**src/design/rcsm_pkg.sv**
```systemverilog
// Shared constants, types and a helper function for the stick setpoint mapper.
package rcsm_pkg;

    localparam int CH_W      = 16;
    localparam int LINE_W    = 11;
    localparam int DB_W      = 9;
    localparam int FULL_W    = 16;
    localparam int THRO_W    = 10;
    localparam int SP_W      = 17;
    localparam int CFG_IDX_W = 3;
    localparam int CFG_DATA_W = 16;

    // Quotient bits resolved by the divider, one per pipeline stage.
    localparam int QUO_W     = 16;
    // Remainder width: full scale times deadband-adjusted magnitude.
    localparam int REM_W     = FULL_W + DB_W;
    // Lane depth: front end, multiply, then one stage per quotient bit.
    localparam int LANE_STAGES = 2 + QUO_W;

    localparam logic signed [CH_W-1:0] CH_MIN_S   = 16'sd1000;
    localparam logic signed [CH_W-1:0] CH_MAX_S   = 16'sd2000;
    localparam logic signed [CH_W-1:0] AUX_HOLD_S = 16'sd2000;
    localparam logic [LINE_W-1:0]      CH_MIN     = 11'd1000;
    localparam logic [LINE_W-1:0]      CH_MID     = 11'd1500;
    localparam logic [DB_W-1:0]        CH_HALF    = 9'd500;

    localparam logic [LINE_W-1:0]  LOW_LINE_RST  = 11'd1100;
    localparam logic [LINE_W-1:0]  HIGH_LINE_RST = 11'd1900;
    localparam logic [DB_W-1:0]    DEAD_BAND_RST = 9'd20;
    localparam logic [FULL_W-1:0]  ANGLE_FS_RST  = 16'd3000;
    localparam logic [FULL_W-1:0]  YAW_FS_RST    = 16'd9000;

    typedef enum logic [CFG_IDX_W-1:0] {
        CFG_LOW_LINE  = 3'd0,
        CFG_HIGH_LINE = 3'd1,
        CFG_DEAD_BAND = 3'd2,
        CFG_ANGLE_FS  = 3'd3,
        CFG_YAW_FS    = 3'd4
    } cfg_idx_t;

    // Stick-gesture and throttle results that travel beside the lanes.
    typedef struct packed {
        logic [THRO_W-1:0] thro_out;
        logic              unlock_req;
        logic              lock_req;
        logic              calib_req;
        logic              hold_alt;
    } flags_t;

    // Clamp a raw pulse value to 1000..2000; the result always fits 11 bits.
    function automatic logic [LINE_W-1:0] clamp_ch(input logic signed [CH_W-1:0] v);
        logic [LINE_W-1:0] r;
        if (v < CH_MIN_S)
        begin
            r = LINE_W'(CH_MIN_S);
        end
        else if (v > CH_MAX_S)
        begin
            r = LINE_W'(CH_MAX_S);
        end
        else
        begin
            r = v[LINE_W-1:0];
        end
        return r;
    endfunction

endpackage

```
**src/design/rcsm_if.sv**
```systemverilog
// Handshake channel interfaces for radio frames and setpoint results.
interface rcsm_frame_if import rcsm_pkg::*; ();
    logic                   valid;
    logic                   ready;
    logic signed [CH_W-1:0] roll_in;
    logic signed [CH_W-1:0] pitch_in;
    logic signed [CH_W-1:0] thro_in;
    logic signed [CH_W-1:0] yaw_in;
    logic signed [CH_W-1:0] aux_in;
    logic                   imu_ready;

    modport source (output valid, roll_in, pitch_in, thro_in, yaw_in, aux_in, imu_ready,
                    input ready);
    modport sink (input valid, roll_in, pitch_in, thro_in, yaw_in, aux_in, imu_ready,
                  output ready);
endinterface

interface rcsm_setpoint_if import rcsm_pkg::*; ();
    logic                   valid;
    logic                   ready;
    logic [THRO_W-1:0]      thro_out;
    logic signed [SP_W-1:0] roll_sp;
    logic signed [SP_W-1:0] pitch_sp;
    logic signed [SP_W-1:0] yaw_sp;
    logic                   unlock_req;
    logic                   lock_req;
    logic                   calib_req;
    logic                   hold_alt;

    modport source (output valid, thro_out, roll_sp, pitch_sp, yaw_sp, unlock_req,
                    lock_req, calib_req, hold_alt,
                    input ready);
    modport sink (input valid, thro_out, roll_sp, pitch_sp, yaw_sp, unlock_req,
                  lock_req, calib_req, hold_alt,
                  output ready);
endinterface

```
**src/design/rcsm_lane.sv**
```systemverilog
// One axis lane: clamp, deadband, multiply and a bit-per-stage pipelined divider.
module rcsm_lane import rcsm_pkg::*;
(
    input  logic                   clk,
    input  logic [LANE_STAGES-1:0] en,
    input  logic signed [CH_W-1:0] ch,
    input  logic [DB_W-1:0]        dead_band,
    input  logic [FULL_W-1:0]      full_scale,
    output logic signed [SP_W-1:0] sp
);

    logic [LINE_W-1:0] ch_c;
    logic              neg_next;
    logic [DB_W-1:0]   mag;
    logic              zero_next;
    logic [DB_W-1:0]   diff_next;
    logic [DB_W-1:0]   dvs_next;

    logic [DB_W-1:0]   diff_reg;
    logic              fe_neg_reg;
    logic              fe_zero_reg;
    logic [DB_W-1:0]   fe_dvs_reg;

    // Index 0 holds the product; index i holds the state after quotient bit i.
    logic [REM_W-1:0]  rem_reg  [QUO_W+1];
    logic [QUO_W-1:0]  quo_reg  [QUO_W+1];
    logic              neg_reg  [QUO_W+1];
    logic              zero_reg [QUO_W+1];
    logic [DB_W-1:0]   dvs_reg  [QUO_W+1];

    logic [SP_W-1:0]   mag_sp;

    always_comb
    begin
        ch_c     = clamp_ch(ch);
        neg_next = (ch_c < CH_MID);
        if (neg_next)
        begin
            mag = DB_W'(CH_MID - ch_c);
        end
        else
        begin
            mag = DB_W'(ch_c - CH_MID);
        end
        // A deadband of half scale or more leaves no stick travel at all.
        zero_next = (dead_band >= CH_HALF) || (mag <= dead_band);
        diff_next = mag - dead_band;
        dvs_next  = CH_HALF - dead_band;
    end

    always_ff @(posedge clk)
    begin
        if (en[0])
        begin
            diff_reg    <= diff_next;
            fe_neg_reg  <= neg_next;
            fe_zero_reg <= zero_next;
            fe_dvs_reg  <= dvs_next;
        end
    end

    always_ff @(posedge clk)
    begin
        if (en[1])
        begin
            rem_reg[0]  <= REM_W'(full_scale) * REM_W'(diff_reg);
            quo_reg[0]  <= '0;
            neg_reg[0]  <= fe_neg_reg;
            zero_reg[0] <= fe_zero_reg;
            dvs_reg[0]  <= fe_dvs_reg;
        end
    end

    // The quotient never exceeds the full scale, so sixteen restoring steps suffice.
    for (genvar i = 1; i <= QUO_W; i++)
    begin : g_div
        localparam int SH = QUO_W - i;
        logic [REM_W-1:0] trial;
        logic             ge;

        always_comb
        begin
            trial = REM_W'(dvs_reg[i-1]) << SH;
            ge    = (rem_reg[i-1] >= trial);
        end

        always_ff @(posedge clk)
        begin
            if (en[i+1])
            begin
                rem_reg[i]  <= ge ? (rem_reg[i-1] - trial) : rem_reg[i-1];
                quo_reg[i]  <= quo_reg[i-1] | (QUO_W'(ge) << SH);
                neg_reg[i]  <= neg_reg[i-1];
                zero_reg[i] <= zero_reg[i-1];
                dvs_reg[i]  <= dvs_reg[i-1];
            end
        end
    end

    always_comb
    begin
        mag_sp = SP_W'(quo_reg[QUO_W]);
        if (zero_reg[QUO_W])
        begin
            sp = '0;
        end
        else if (neg_reg[QUO_W])
        begin
            sp = -$signed(mag_sp);
        end
        else
        begin
            sp = $signed(mag_sp);
        end
    end

endmodule

```
**src/design/rcsm_merge.sv**
```systemverilog
// Output register that joins the three lane results with the gesture flags.
module rcsm_merge import rcsm_pkg::*;
(
    input  logic                   clk,
    input  logic                   rst_n,
    input  logic                   adv,
    input  logic                   last_valid,
    input  flags_t                 flags,
    input  logic signed [SP_W-1:0] roll_sp,
    input  logic signed [SP_W-1:0] pitch_sp,
    input  logic signed [SP_W-1:0] yaw_sp,
    rcsm_setpoint_if.source        setpoint
);

    logic                   valid_reg;
    flags_t                 flags_reg;
    logic signed [SP_W-1:0] roll_reg;
    logic signed [SP_W-1:0] pitch_reg;
    logic signed [SP_W-1:0] yaw_reg;

    always_ff @(posedge clk or negedge rst_n)
    begin
        if (!rst_n)
        begin
            valid_reg <= 1'b0;
        end
        else if (adv)
        begin
            valid_reg <= last_valid;
        end
    end

    always_ff @(posedge clk)
    begin
        if (adv)
        begin
            flags_reg <= flags;
            roll_reg  <= roll_sp;
            pitch_reg <= pitch_sp;
            yaw_reg   <= yaw_sp;
        end
    end

    assign setpoint.valid      = valid_reg;
    assign setpoint.thro_out   = flags_reg.thro_out;
    assign setpoint.roll_sp    = roll_reg;
    assign setpoint.pitch_sp   = pitch_reg;
    assign setpoint.yaw_sp     = yaw_reg;
    assign setpoint.unlock_req = flags_reg.unlock_req;
    assign setpoint.lock_req   = flags_reg.lock_req;
    assign setpoint.calib_req  = flags_reg.calib_req;
    assign setpoint.hold_alt   = flags_reg.hold_alt;

endmodule

```
**src/design/rc_stick_setpoint_mapper.sv**
```systemverilog
// Top level of the radio stick to flight setpoint mapper.
//
// One radio frame enters on the frame channel and one setpoint result leaves on
// the setpoint channel for every frame, in order. Both channels use valid/ready;
// a transfer happens on a rising edge with both high.
// Roll, pitch and yaw each run in a lane of their own: clamp and deadband, a
// 16x9 multiply, then a restoring divider that resolves one quotient bit per
// stage. Throttle and the stick-gesture flags ride beside the lanes in a delay
// line, and a merge stage registers everything as one result.
// A frame crosses the front-end, multiply, divider and merge registers before
// its result is valid. A new frame is taken every cycle until a receiver stall
// fills the pipeline; the sixteen divider stages each do one compare and subtract.
// Each stage moves on when it is empty or the stage after it moves, so bubbles
// close up while the receiver stalls and frames keep being taken until every
// stage holds one; ready falls only when the whole pipeline is full.
// Reset clears all stage valid bits and loads the registers with their defaults.
// The user must write registers on the plain port (cfg_we, cfg_idx, cfg_data)
// only while idle; the block does not enforce it. Unused-index writes are dropped.
module rc_stick_setpoint_mapper import rcsm_pkg::*;
(
    input  logic                  clk,
    input  logic                  rst_n,
    input  logic                  cfg_we,
    input  logic [CFG_IDX_W-1:0]  cfg_idx,
    input  logic [CFG_DATA_W-1:0] cfg_data,
    rcsm_frame_if.sink            frame,
    rcsm_setpoint_if.source       setpoint
);

    logic [LINE_W-1:0] low_line_reg;
    logic [LINE_W-1:0] high_line_reg;
    logic [DB_W-1:0]   dead_band_reg;
    logic [FULL_W-1:0] angle_fs_reg;
    logic [FULL_W-1:0] yaw_fs_reg;

    // Stage enables; the top bit advances the output register.
    logic [LANE_STAGES:0]   en;
    logic [LANE_STAGES-1:0] valid_reg;
    flags_t                 flags_reg [LANE_STAGES];
    flags_t                 flags_next;

    logic [LINE_W-1:0] thro_c;
    logic [LINE_W-1:0] roll_c;
    logic [LINE_W-1:0] pitch_c;
    logic              thro_low;
    logic              roll_high;
    logic              pitch_high;

    logic signed [SP_W-1:0] roll_sp;
    logic signed [SP_W-1:0] pitch_sp;
    logic signed [SP_W-1:0] yaw_sp;

    // Configuration registers.
    always_ff @(posedge clk or negedge rst_n)
    begin
        if (!rst_n)
        begin
            low_line_reg  <= LOW_LINE_RST;
            high_line_reg <= HIGH_LINE_RST;
            dead_band_reg <= DEAD_BAND_RST;
            angle_fs_reg  <= ANGLE_FS_RST;
            yaw_fs_reg    <= YAW_FS_RST;
        end
        else if (cfg_we)
        begin
            case (cfg_idx_t'(cfg_idx))
                CFG_LOW_LINE:  low_line_reg  <= cfg_data[LINE_W-1:0];
                CFG_HIGH_LINE: high_line_reg <= cfg_data[LINE_W-1:0];
                CFG_DEAD_BAND: dead_band_reg <= cfg_data[DB_W-1:0];
                CFG_ANGLE_FS:  angle_fs_reg  <= cfg_data[FULL_W-1:0];
                CFG_YAW_FS:    yaw_fs_reg    <= cfg_data[FULL_W-1:0];
                default:       ;
            endcase
        end
    end

    // A stage may load when it is empty or its contents move on this cycle.
    always_comb
    begin
        en[LANE_STAGES] = !setpoint.valid || setpoint.ready;
        for (int k = LANE_STAGES - 1; k >= 0; k--)
        begin
            en[k] = !valid_reg[k] || en[k+1];
        end
    end

    assign frame.ready = en[0];

    always_ff @(posedge clk or negedge rst_n)
    begin
        if (!rst_n)
        begin
            valid_reg <= '0;
        end
        else
        begin
            if (en[0])
            begin
                valid_reg[0] <= frame.valid;
            end
            for (int k = 1; k < LANE_STAGES; k++)
            begin
                if (en[k])
                begin
                    valid_reg[k] <= valid_reg[k-1];
                end
            end
        end
    end

    // Gesture decoding works on the clamped sticks; the lines are compared as given.
    always_comb
    begin
        thro_c     = clamp_ch(frame.thro_in);
        roll_c     = clamp_ch(frame.roll_in);
        pitch_c    = clamp_ch(frame.pitch_in);
        thro_low   = (thro_c < low_line_reg);
        roll_high  = (roll_c > high_line_reg);
        pitch_high = (pitch_c > high_line_reg);

        flags_next.thro_out   = THRO_W'(thro_c - CH_MIN);
        flags_next.calib_req  = thro_low && pitch_high;
        // Calibration in the same frame blocks arming.
        flags_next.unlock_req = thro_low && roll_high && frame.imu_ready && !pitch_high;
        // Roll high wins over roll low when the lines are crossed.
        flags_next.lock_req   = thro_low && !roll_high && (roll_c < low_line_reg);
        flags_next.hold_alt   = (frame.aux_in == AUX_HOLD_S);
    end

    always_ff @(posedge clk)
    begin
        if (en[0])
        begin
            flags_reg[0] <= flags_next;
        end
        for (int k = 1; k < LANE_STAGES; k++)
        begin
            if (en[k])
            begin
                flags_reg[k] <= flags_reg[k-1];
            end
        end
    end

    rcsm_lane u_roll_lane (
        .clk        (clk),
        .en         (en[LANE_STAGES-1:0]),
        .ch         (frame.roll_in),
        .dead_band  (dead_band_reg),
        .full_scale (angle_fs_reg),
        .sp         (roll_sp)
    );

    rcsm_lane u_pitch_lane (
        .clk        (clk),
        .en         (en[LANE_STAGES-1:0]),
        .ch         (frame.pitch_in),
        .dead_band  (dead_band_reg),
        .full_scale (angle_fs_reg),
        .sp         (pitch_sp)
    );

    rcsm_lane u_yaw_lane (
        .clk        (clk),
        .en         (en[LANE_STAGES-1:0]),
        .ch         (frame.yaw_in),
        .dead_band  (dead_band_reg),
        .full_scale (yaw_fs_reg),
        .sp         (yaw_sp)
    );

    rcsm_merge u_merge (
        .clk        (clk),
        .rst_n      (rst_n),
        .adv        (en[LANE_STAGES]),
        .last_valid (valid_reg[LANE_STAGES-1]),
        .flags      (flags_reg[LANE_STAGES-1]),
        .roll_sp    (roll_sp),
        .pitch_sp   (pitch_sp),
        .yaw_sp     (yaw_sp),
        .setpoint   (setpoint)
    );

    // When the output register moves, every stage behind it can move too.
    assert property (@(posedge clk) disable iff (!rst_n)
        en[LANE_STAGES] |-> frame.ready)
        else $error("output advances while the frame channel is blocked");

    // A transferred frame must occupy the first stage on the next cycle.
    assert property (@(posedge clk) disable iff (!rst_n)
        frame.valid && frame.ready |=> valid_reg[0])
        else $error("transferred frame lost at the pipeline entry");

    // Input back-pressure arises only when every stage and the output are occupied.
    assert property (@(posedge clk) disable iff (!rst_n)
        !frame.ready |-> valid_reg[0] && valid_reg[LANE_STAGES-1] && setpoint.valid)
        else $error("frame channel blocked while the pipeline has room");

endmodule
```
**src/flat_wrapper.sv**
```systemverilog
// flat-port wrapper written by rule: the top's interface ports become plain ports
module rc_stick_setpoint_mapper_flat import rcsm_pkg::*;
  (clk, rst_n, cfg_we, cfg_idx, cfg_data, frame_valid, frame_roll_in, frame_pitch_in, frame_thro_in, frame_yaw_in, frame_aux_in, frame_imu_ready, frame_ready, setpoint_valid, setpoint_thro_out, setpoint_roll_sp, setpoint_pitch_sp, setpoint_yaw_sp, setpoint_unlock_req, setpoint_lock_req, setpoint_calib_req, setpoint_hold_alt, setpoint_ready);
  rcsm_frame_if frame_i ();
  rcsm_setpoint_if setpoint_i ();
  input  logic clk;
  input  logic rst_n;
  input  logic cfg_we;
  input  logic [CFG_IDX_W-1:0] cfg_idx;
  input  logic [CFG_DATA_W-1:0] cfg_data;
  input wire logic [$bits(frame_i.valid)-1:0] frame_valid;
  input wire logic [$bits(frame_i.roll_in)-1:0] frame_roll_in;
  input wire logic [$bits(frame_i.pitch_in)-1:0] frame_pitch_in;
  input wire logic [$bits(frame_i.thro_in)-1:0] frame_thro_in;
  input wire logic [$bits(frame_i.yaw_in)-1:0] frame_yaw_in;
  input wire logic [$bits(frame_i.aux_in)-1:0] frame_aux_in;
  input wire logic [$bits(frame_i.imu_ready)-1:0] frame_imu_ready;
  output wire logic [$bits(frame_i.ready)-1:0] frame_ready;
  output wire logic [$bits(setpoint_i.valid)-1:0] setpoint_valid;
  output wire logic [$bits(setpoint_i.thro_out)-1:0] setpoint_thro_out;
  output wire logic [$bits(setpoint_i.roll_sp)-1:0] setpoint_roll_sp;
  output wire logic [$bits(setpoint_i.pitch_sp)-1:0] setpoint_pitch_sp;
  output wire logic [$bits(setpoint_i.yaw_sp)-1:0] setpoint_yaw_sp;
  output wire logic [$bits(setpoint_i.unlock_req)-1:0] setpoint_unlock_req;
  output wire logic [$bits(setpoint_i.lock_req)-1:0] setpoint_lock_req;
  output wire logic [$bits(setpoint_i.calib_req)-1:0] setpoint_calib_req;
  output wire logic [$bits(setpoint_i.hold_alt)-1:0] setpoint_hold_alt;
  input wire logic [$bits(setpoint_i.ready)-1:0] setpoint_ready;
  assign frame_i.valid = frame_valid;
  assign frame_i.roll_in = frame_roll_in;
  assign frame_i.pitch_in = frame_pitch_in;
  assign frame_i.thro_in = frame_thro_in;
  assign frame_i.yaw_in = frame_yaw_in;
  assign frame_i.aux_in = frame_aux_in;
  assign frame_i.imu_ready = frame_imu_ready;
  assign frame_ready = frame_i.ready;
  assign setpoint_valid = setpoint_i.valid;
  assign setpoint_thro_out = setpoint_i.thro_out;
  assign setpoint_roll_sp = setpoint_i.roll_sp;
  assign setpoint_pitch_sp = setpoint_i.pitch_sp;
  assign setpoint_yaw_sp = setpoint_i.yaw_sp;
  assign setpoint_unlock_req = setpoint_i.unlock_req;
  assign setpoint_lock_req = setpoint_i.lock_req;
  assign setpoint_calib_req = setpoint_i.calib_req;
  assign setpoint_hold_alt = setpoint_i.hold_alt;
  assign setpoint_i.ready = setpoint_ready;
  rc_stick_setpoint_mapper u_core (.clk(clk), .rst_n(rst_n), .cfg_we(cfg_we), .cfg_idx(cfg_idx), .cfg_data(cfg_data), .frame(frame_i), .setpoint(setpoint_i));
endmodule
```
**config.mk**
```make
export PLATFORM = sky130hd
export DESIGN_NAME = rc_stick_setpoint_mapper_flat
export DESIGN_NICKNAME = d
export VERILOG_FILES = /design/src/design/rcsm_pkg.sv /design/src/design/rcsm_if.sv /design/src/design/rcsm_lane.sv /design/src/design/rcsm_merge.sv /design/src/design/rc_stick_setpoint_mapper.sv /design/src/flat_wrapper.sv
export SDC_FILE = /design/constraint.sdc
export NUM_CORES = 2
export LEC_CHECK = 0
export ABC_CLOCK_PERIOD_IN_PS = 18000
export BUFFER_PORTS_ARGS = -buffer_cell sky130_fd_sc_hd__buf_2
export CORE_UTILIZATION = 53
export CTS_CLUSTER_DIAMETER = 40
export DETAILED_ROUTE_END_ITERATION = 10
export GPL_ROUTABILITY_DRIVEN = 0
export GPL_TIMING_DRIVEN = 0
export PLACE_DENSITY = 0.69
export SYNTH_ARGS = -nofsm -noshare
export SYNTH_HDL_FRONTEND = slang
export SYNTH_HIERARCHICAL = 1
export SYNTH_SLANG_ARGS = --single-unit
```
**constraint.sdc**
```tcl
create_clock -name clk -period 18 [get_ports clk]
set_clock_uncertainty 0.15 [all_clocks]
set_input_delay 0.9 -clock clk [delete_from_list [all_inputs] [get_ports clk]]
set_output_delay 0.9 -clock clk [all_outputs]
set_load 0.02 [all_outputs]
```
# Yosys cells after proc, flatten, opt, wreduce, memory -nomap -nowiden
# Memories as Yosys holds them, arrays and structs flattened. A register that Yosys moved wholly into a read port is not among the register bits.
# Index checks and enable logic that the tools add are counted.
# op_classes
n_addsub,62
reduce_logical,58
n_eq_ne,5
n_mux,98
n_mul,3
bitwise_logic,51
magnitude_cmp,67
# op_table
operator,count
two-way mux 25 bit,48
two-way mux 11 bit,8
greater-or-equal comparator 25 x 10 -> 1 bit,3
greater-or-equal comparator 25 x 11 -> 1 bit,3
greater-or-equal comparator 25 x 12 -> 1 bit,3
greater-or-equal comparator 25 x 13 -> 1 bit,3
greater-or-equal comparator 25 x 14 -> 1 bit,3
greater-or-equal comparator 25 x 15 -> 1 bit,3
greater-or-equal comparator 25 x 16 -> 1 bit,3
greater-or-equal comparator 25 x 17 -> 1 bit,3
greater-or-equal comparator 25 x 18 -> 1 bit,3
greater-or-equal comparator 25 x 19 -> 1 bit,3
greater-or-equal comparator 25 x 20 -> 1 bit,3
greater-or-equal comparator 25 x 21 -> 1 bit,3
greater-or-equal comparator 25 x 22 -> 1 bit,3
greater-or-equal comparator 25 x 23 -> 1 bit,3
greater-or-equal comparator 25 x 24 -> 1 bit,3
greater-or-equal comparator 25 x 9 -> 1 bit,3
multiplier 16 x 9 -> 25 bit,3
subtractor 25 x 10 -> 25 bit,3
subtractor 25 x 11 -> 25 bit,3
subtractor 25 x 12 -> 25 bit,3
subtractor 25 x 13 -> 25 bit,3
subtractor 25 x 14 -> 25 bit,3
other kinds (53),222
# word_totals
word_cells,400
reg_bits,175
memories,16
ramBits,2904
in_bits,105
out_inout_bits,67
# mem_list
name,words,width,rd,rd_ports_with_merged_regs,wr,line_no,rtl
u_core.u_pitch_lane.rem_reg,17,25,16,0,17,rcsm_lane.sv:25,logic [REM_W-1:0] rem_reg [QUO_W+1];
u_core.u_roll_lane.rem_reg,17,25,16,0,17,rcsm_lane.sv:25,
u_core.u_yaw_lane.rem_reg,17,25,16,0,17,rcsm_lane.sv:25,
u_core.u_pitch_lane.quo_reg,17,16,17,0,17,rcsm_lane.sv:26,logic [QUO_W-1:0] quo_reg [QUO_W+1];
u_core.u_roll_lane.quo_reg,17,16,17,0,17,rcsm_lane.sv:26,
u_core.u_yaw_lane.quo_reg,17,16,17,0,17,rcsm_lane.sv:26,
+10 memories,n/a,n/a,n/a,n/a,n/a,n/a,

# Longest topological paths before layout
# logic_depth
ltp_word,22
mapped_depth,21
mapped_depth_nobuf,20

# By module
# Netlist, hierarchy kept.
# by_module_without_submodules
mod,seq_area_each_um2,n_inst,cells_per_inst,area_per_inst_um2
rcsm_lane at u_core.u_pitch_lane,22041.1,1,3120,39093.7
rcsm_lane at u_core.u_yaw_lane,22041.1,1,3052,38169.1
rcsm_lane at u_core.u_roll_lane,22041.1,1,3029,38089.0
rc_stick_setpoint_mapper,9625.5,1,725,12341.8
rcsm_merge,1976.9,1,67,1991.9

# Least setup slack after synthesis
# OpenSTA, ideal clock, no wires.
# synth_path
path_type,input -> register
from,in setpoint_ready
to,"mem u_core/flags_reg[8][0] (netlist name), enable pin"
setup_time_ps,1578
setup_slack_ps,11451
stages,4
t_required_ps,16272
t_arrival_ps,4821
cell_sequence,and4b_1 -> and4_1 -> and2_1 -> nand3_1
# synth_rtl
element,line_no,rtl
"start, declared",flat_wrapper.sv:28,input wire logic [$bits(setpoint_i.ready)-1:0] setpoint_ready;
"end, declared",rc_stick_setpoint_mapper.sv:39,flags_t flags_reg [LANE_STAGES];

==> results.cfg <==
[global_routing]
grt_pass1_vias = 79128
grt_max_degree = 107
grt_usage = 0.196
antenna_found_initial = 4
gr-total-overflow = 0
grt_pass1_wl_um = 394000

[timing]
hold_viol = 0
period_needed_ns = 6.36
fmax_mhz = 157
rsz0062_at_grt = false
setup-tns-final_ns = 0
drv_slew = 0
setup_viol = 0
worst-slew-pin-transition_ns = 1.19
maxSlewHeadroom = 0.200
fin_crit_sh = 0.354

[final_layout]
area_delta_synth_final_pct = 13.8
layout-drive-gt1-share = 0.103
fin_nets = 11655
final_cell_count_no_fill = 14051
post-route-util = 0.607
fin_area_sq_mm = 0.148

[placement]
dp_hpwl_um = 178000
port_buffers = 169
place_area_sq_mm = 0.135
dpl.cell_count = 13393

[detailed_routing]
viasPerCell = 5.48
drtIter0Drc = 4900
totalWireLength_um = 242000
drtAntennaViolNets = 0
drcViolationCount = 0
drtPass1Iterations = 6
vias = 76934
wl_per_cell_um = 17.2

[critical_path]
path_cells = clkbuf_1 -> nand2_1 -> fa_1 -> inv_1 -> fa_1 -> fa_1 -> inv_1 -> fa_1 -> inv_1 -> ha_1 -> a21oi_1 -> nand2_1 -> o21ai_0 -> o211ai_1 -> a31oi_1 -> nor2b_1 -> o21a_1 -> o41a_1 -> xor2_1
critPathRequiredTime_ns = 18.51
crit_arrival_ns = 6.88
startpoint_type = flop
reg2reg_depth = 19
r2r-start = u_core/u_yaw_lane/diff_reg[1]
critPathLaunch = u_core/u_yaw_lane/diff_reg[1]
reg2reg_to = u_core/u_yaw_lane/rem_reg[0][23]
worstSetupPathType = reg -> reg
slowest_stage = edfxtp_1
cp-end-kind = flop
cpMostUsedCell = fa_1
cp_max_fo = 10
cpPeakStageDelay_ns = 0.60
r2r_slack_ns = 11.64

[clocking]
ctsHtreeMaxLevel = 5
cts_buffers = 365
cts_root_buffer = clkbuf_16
cts_setup_buffers = 0
clk_pin_slew_ns = 0.06
clk_path_buf_depth = 4
cts.sinks = 2601
insertion_delay_ns = 0.93
cts_hold_buf = 1
cts_resized = 0
cts_tree = done

[yosys]
ys_warn_count = 6
yosysTopAreaCellShare = 0.583
synth.distinct_cells = 119
post-synth-top-area-cell = edfxtp_1
synth-seq-cells = 2601
synth_common_cells = edfxtp_1 (2519), inv_1 (1108), nand2_1 (696)
yosys.cell_count.top_type = edfxtp_1
syn_area_sq_mm = 0.130
synth_area_per_cell_sq_um = 13.0
synth_edf_count = 2519
yosysSeqAreaShare = 0.599
synth_flop_cell = edfxtp_1
synthTopCellsByArea = edfxtp_1 (58%), ha_1 (6.2%), fa_1 (5.3%), inv_1 (3.2%), xnor2_1 (2.3%)
synth-async-reset-ratio = 0.0315
synthesis.nets = 11089
synth_cells = 9993

[die]
start_util = 0.533
pin_count = 172
dieArea_sq_mm = 0.247
die_h_um = 497
coreArea_sq_mm = 0.243
fp-row-count = 181
die-width_um = 497

[worst_hold_path]
hold_class = in -> reg
min_from = cfg_data[15]
hold_depth = 2
hold_end = u_core/angle_fs_reg[15]

[run_status]
status = finished clean

[flow_run]
cap_violations = 0
==> layer usage <==
layer	part of all wire	GRT usage	wire length, um
met5	0.000054	0	13
met4	0.040	0.0895	9740
met3	0.047	0.0324	11500
met2	0.49	0.339	118000
met1	0.42	0.240	102000
==> cells by family (layout without fill, tap and decap cells) <==
logic type	Yosys count	in the layout	synth area share
adder cells (fa/ha/maj)	991	991	0.116
flip-flops	2601	2601	0.599
other	0	5	0
AO/OA/AOI/OAI	1471	1471	0.0720
multiplexers	226	226	0.0191
AND/OR/NAND/NOR	2808	2808	0.113
buffers and inverters	1244	2095	0.0365
XOR/XNOR	652	652	0.0440
==> metrics by stage <==
stage          worst slack, ns  hold WS [ns]
3_5_place_dp             11.68         0.255
2_1_floorplan            11.45         0.250
3_3_place_gp              9.64         0.251
6_report                 11.64         0.102
4_1_cts                  11.65        0.0248
5_1_grt                  11.29        0.0682
==> critical path, delay by kind of cell (launching register included) <==
family / cells / cell delay [ns]
buffers and inverters: 4 / 0.66
adder cells (fa/ha/maj): 5 / 2.38
flip-flops: 1 / 0.60
AO/OA/AOI/OAI: 6 / 1.81
XOR/XNOR: 1 / 0.15
AND/OR/NAND/NOR: 3 / 0.32
==> how the worst max path moves through the flow <==
stage | end | slack [ns] | cells after the start
5_1_grt | u_core/u_yaw_lane/rem_reg[0][23] | 11.29 | 19
6_report | u_core/u_yaw_lane/rem_reg[0][23] | 11.64 | 19
3_5_place_dp | u_core/u_yaw_lane/rem_reg[0][23] | 11.68 | 19
3_3_place_gp | u_core/u_yaw_lane/rem_reg[0][193] | 9.64 | 5
4_1_cts | u_core/u_yaw_lane/rem_reg[0][23] | 11.65 | 19
2_1_floorplan | u_core/flags_reg[8][0] | 11.45 | 4
==> cell usage in the layout, fill, tap and decap left out, types with 87 or more instances in the layout <==
cell,netlist,routed
clkbuf_1,108,141
nor3_1,212,212
nor4_1,149,149
and2_1,282,282
inv_1,1108,1102
o21a_1,97,97
clkbuf_16,0,370
nand2b_1,130,129
ha_1,646,646
or3_1,87,87
o21ai_0,425,425
edfxtp_1,2519,2519
o31ai_1,93,93
xor2_1,313,313
nor2b_1,143,143
buf_2,14,182
nand3_1,145,141
mux2_2,155,155
nand2_1,696,690
nand4_1,87,87
xnor2_1,339,339
fa_1,345,345
nor2_1,530,530
a21oi_1,334,334
a21o_1,123,123
==> layout make-up <==
| cell class | count | area, sq um |
|---|---|---|
| diodes | 5 | 12.5 |
| plain buffers | 132 | 556 |
| clock buffers | 405 | 9410 |
| clock inverters | 247 | 2730 |
| fillers | 18032 | 95700 |
| inverters | 1112 | 4200 |
| multi-input cells | 6148 | 47300 |
| flip-flops and latches | 2601 | 77700 |
| well taps | 3202 | 4010 |
| repair buffers | 199 | 1550 |
Power is left out: the tool's default activity adds up to more than one toggle a clock period on the data nets, which glitch-free logic cannot reach.
